`config.mk`:
```
export PLATFORM = sky130hd
export DESIGN_NAME = gsp_ctrl
export DESIGN_NICKNAME = d
export VERILOG_FILES = /design/src/design/gsp_pkg.sv /design/src/design/gsp_ctrl.sv
export SDC_FILE = /design/constraint.sdc
export NUM_CORES = 1
export LEC_CHECK = 0
export ABC_AREA = 1
export BUFFER_PORTS_ARGS = -buffer_cell sky130_fd_sc_hd__buf_4
export CELL_PAD_IN_SITES_DETAIL_PLACEMENT = 2
export CELL_PAD_IN_SITES_GLOBAL_PLACEMENT = 2
export CORE_AREA = 2 2 39 41
export CTS_CLUSTER_DIAMETER = 30
export DETAILED_ROUTE_END_ITERATION = 16
export DIE_AREA = 0 0 41 43
export PLACE_DENSITY_LB_ADDON = 0.1
export SYNTH_ARGS = -nofsm -noshare
export SYNTH_HDL_FRONTEND = slang
export SYNTH_SLANG_ARGS = --single-unit
export TNS_END_PERCENT = 10
```
`constraint.sdc`:
```
create_clock -name clk -period 1.1 [get_ports clk]
set_clock_uncertainty 0.2 [all_clocks]
set_input_delay 0.11 -clock clk [delete_from_list [all_inputs] [get_ports clk]]
set_output_delay 0.11 -clock clk [all_outputs]
set_load 0.01 [all_outputs]
```
`src/design/gsp_pkg.sv`:
```
// Shared types and constants for the gshare branch predictor.
`timescale 1ns / 1ps
package gsp_pkg;

  localparam int HIST_W      = 16;
  localparam int LEN_W       = 5;
  localparam int SHIFT_W     = 3;
  localparam int CFG_INDEX_W = 1;
  localparam int CFG_DATA_W  = 5;

  localparam logic [2:0] OP_LOOKUP   = 3'd0;
  localparam logic [2:0] OP_UNCOND   = 3'd1;
  localparam logic [2:0] OP_UPDATE   = 3'd2;
  localparam logic [2:0] OP_SQUASH   = 3'd3;
  localparam logic [2:0] OP_BTB_MISS = 3'd4;

  localparam logic [CFG_INDEX_W-1:0] CFG_HISTORY_LENGTH = 1'd0;
  localparam logic [CFG_INDEX_W-1:0] CFG_PC_SHIFT       = 1'd1;

  localparam logic [LEN_W-1:0]   HISTORY_LENGTH_RST = 5'd12;
  localparam logic [SHIFT_W-1:0] PC_SHIFT_RST       = 3'd2;

  typedef struct packed {
    logic [2:0]        operation;
    logic [1:0]        thread;
    logic [31:0]       pc;
    logic              outcome_taken;
    logic              was_squashed;
    logic [HIST_W-1:0] saved_history;
  } req_t;

  typedef struct packed {
    logic              predict_taken;
    logic [HIST_W-1:0] history_snapshot;
  } rsp_t;

  typedef enum logic [1:0] {
    ST_CLEAR,
    ST_IDLE,
    ST_READ,
    ST_EXEC
  } state_t;

  typedef struct packed {
    logic load_item;
    logic read_table;
    logic commit;
    logic clear_step;
  } ctl_cmd_t;

  typedef struct packed {
    logic out_free;
    logic clear_last;
  } ctl_sts_t;

endpackage

```
`src/design/gsp_ctrl.sv`:
```
// Controller state machine: table clearing, item acceptance, read and commit sequencing.
`timescale 1ns / 1ps
module gsp_ctrl (
  input  logic              clk,
  input  logic              rst,
  input  logic              req_valid,
  output logic              req_stall,
  input  gsp_pkg::ctl_sts_t sts,
  output gsp_pkg::ctl_cmd_t ctl
);
  import gsp_pkg::*;

  state_t state;
  state_t state_next;

  always_ff @(posedge clk) begin
    if (rst) begin
      state <= ST_CLEAR;
    end else begin
      state <= state_next;
    end
  end

  always_comb begin
    state_next = state;
    ctl        = '0;
    req_stall  = 1'b1;
    unique case (state)
      ST_CLEAR: begin
        ctl.clear_step = 1'b1;
        if (sts.clear_last) begin
          state_next = ST_IDLE;
        end
      end
      ST_IDLE: begin
        req_stall = 1'b0;
        if (req_valid) begin
          ctl.load_item = 1'b1;
          state_next    = ST_READ;
        end
      end
      ST_READ: begin
        ctl.read_table = 1'b1;
        state_next     = ST_EXEC;
      end
      ST_EXEC: begin
        // Hold the finished item until the result register can take it.
        if (sts.out_free) begin
          ctl.commit = 1'b1;
          state_next = ST_IDLE;
        end
      end
      default: begin
        state_next = ST_CLEAR;
      end
    endcase
  end

  a_load_then_read: assert property (@(posedge clk) disable iff (rst)
    ctl.load_item |=> ctl.read_table)
    else $error("table read did not follow item load");

  a_read_once: assert property (@(posedge clk) disable iff (rst)
    ctl.read_table |=> !ctl.read_table && !ctl.load_item)
    else $error("table read repeated or new item taken during read");

  a_clear_ends: assert property (@(posedge clk) disable iff (rst)
    ctl.clear_step && sts.clear_last |=> !ctl.clear_step)
    else $error("clearing pass ran past the last entry");

endmodule

```
==> flow_metrics.py <==
metrics = {
    "routing": {
        "drt_pre_antenna_iters": 1,
        "drc": 0,
        "vias_per_cell": 3.613,
        "wire_per_inst_um": 8.774,
        "routed_wl_um": 544,
        "drtIter0Drc": 0,
        "vias": 224,
        "ant_nets": 0,
    },
    "setup_path": {
        "cp-end-kind": "output port",
        "crit_fanout": 3,
        "cp-endpoint": "ctl[3]",
        "crit_path_start": "state[1]",
        "critical_path_arrival_ps": 1090,
        "reg2reg_depth": 7,
        "r2r-start": "state[1]",
        "r2r-end": "state[0]",
        "worstPathRequired_ps": 790,
        "critPathKind": "flop to output port",
        "r2r_slack_ps": -260,
        "critPathLaunchType": "flop",
    },
    "final_layout": {
        "regMostFlops": "state",
        "nFillCells": 162,
        "n_antenna_cell": 0,
        "drive_gt1_frac": 0.6957,
        "fin_nets": 57,
        "largest_reg_flops": 2,
        "reg_top3": "state x2",
        "ff_latch_area_um2": 47.55,
        "multi_input_area_um2": 168.9,
        "area_growth_pct": 130.1,
    },
    "timing": {
        "fmax_mhz": 716.6,
        "fin_crit_ps": 1395,
        "rsz0062_at_grt": "yes",
        "tightest_slew_ps": 104.6,
        "whs_ps": 149.5,
        "setup_violations": 7,
        "worst_slack_ps": -295.5,
        "maxSlewViolCount": 0,
        "setup_tns_ps": -1861,
        "hold_viol_final": 0,
        "relSlewSlack": 0.9301,
        "fin_crit_sh": 1.269,
    },
    "yosys": {
        "synth-warning-count": 0,
        "ys_ff_latch": 2,
        "yosysSeqAreaShare": 0.2192,
        "avgSynthCellArea_um2": 6.299,
        "ys_types": 6,
        "synthCells": 29,
        "syn_nets": 38,
        "synth_area_um2": 182.7,
    },
    "worst_hold_path": {
        "min_path_type": "input pin to flop",
        "whs_path_depth": 6,
    },
    "global_route": {
        "grt_first_pass_wirelength_um": 979,
        "grt_pass1_vias": 236,
        "grt-ovfl-total": 0,
        "grt_start_max_net_pins": 5,
        "antenna_found_initial": 0,
        "gr-usage-all-layers": 0.09009,
    },
    "die": {
        "die_w_um": 41,
        "coreArea_um2": 1384,
        "std_cell_rows": 14,
        "ios": 10,
        "dieArea_um2": 1763,
        "die_y_um": 43,
        "start_util": 0.1320,
    },
    "status": {
        "failed_checks": "setup timing",
        "status": "complete, but fails checks",
    },
    "placement": {
        "gp_congestion": 0.6585,
        "hpwl_um": 423.9,
        "portBuffers": 9,
    },
    "cts": {
        "htreeDepth": 1,
        "cts_tree": "built",
        "path_clk_slew_ps": 30,
        "clk_latency_ps": 220,
        "cts_num_sinks": 2,
        "cts_buffer_depth": 2,
        "root_buffer": "clkbuf_4",
        "numCtsBuffers": 3,
    },
    "power": {
        "powerDensity_nw_per_um2": 2563,
        "ir_worst_vdd_uv": 850.1,
        "leakage_nw": 0.2168,
    },
    "run": {
        "maxCapViolations": 0,
    },
}
cells by family (layout without fill, tap and decap cells):
logic type / count (synthesis) / after routing / synth area share
and+or+nand+nor: 14 / 14 / 0.3219
adders and majority gates: 4 / 4 / 0.2740
buffers and inverters: 9 / 26 / 0.1849
DFF: 2 / 2 / 0.2192
worst min path at each step:
stage | start | endpoint
3_3_place_gp | rst | state[1]
4_1_cts | sts[0] | state[1]
6_report | sts[0] | state[1]
2_1_floorplan | rst | state[1]
3_5_place_dp | rst | state[1]
5_1_grt | sts[0] | state[1]
cells in the mapped netlist:
library cell	instances	area [um2]
dfxtp_1	2	40.04
nand3_2	1	10.01
ha_1	4	50.05
nor2_1	4	15.01
inv_1	9	33.78
nand2_1	9	33.78
cells in the final DEF, fill, tap and decap left out:
master,instances
nand3_4,1
nand2_1,7
nor2_1,1
ha_2,1
nor2_2,3
ha_4,3
buf_4,9
inv_1,5
inv_2,2
clkbuf_4,3
nand2_2,2
inv_4,2
dlygate4sd3_1,1
dfxtp_4,2
buf_6,4
per-stage QoR:
stage | std cells | instance area (um2) | worst slack, ps | utilization | power [W]
final | 62 | 420.4 | -295.5 | 0.3038 | 0.001077
after detailed placement | 57 | 322.8 | -194.9 | 0.2333 | 0.0007166
after global routing | 62 | 420.4 | -336.4 | 0.3038 | 0.001198
after CTS | 62 | 411.6 | -305.1 | 0.2975 | 0.001065
after floorplan | 29 | 212.7 | -51.78 | - | 0.0004809
after global placement | 57 | 322.8 | -150.2 | 0.2333 | 0.0006986
layout make-up:
type                       instances  share of cell area
tap                               16             0.04762
inverter                           9             0.09226
multi-input combinational         18              0.4018
timing repair buffer              14              0.2917
clock buffer                       3             0.05357
sequential                         2              0.1131
per-layer routing:
layer	global-route usage	routed length, um	vias up
met5	0	0	-
met4	0.08000	0	0
met3	0.04712	26	0
met2	0.1281	315	6
met1	0.08917	202	102
li1	-	-	116
critical path, cell delays in order, from the launching register on:
cell and delay [ps]:
dfxtp_4 370, inv_4 50, ha_4 160, buf_6 110, nand2_2 50, inv_2 30
buf_6 100
power by group:
part,internal [W],switching (W),total (W)
registers,0.000130,0.0000694,0.000200
clock network,0.000120,0.0000387,0.000159
logic,0.000388,0.000331,0.000719
total,0.000638,0.000439,0.00108
repair_timing:
action / in CTS / in global routing
pin swaps: 2 / 0
endpoints found under the hold margin: 2 / 0
setup buffers: 1 / 0
setup endpoints to repair: 7 / 7
hold buffers: 1 / 0
gates resized for setup: 14 / 4
No activity file was read; power rests on OpenSTA's default activity.
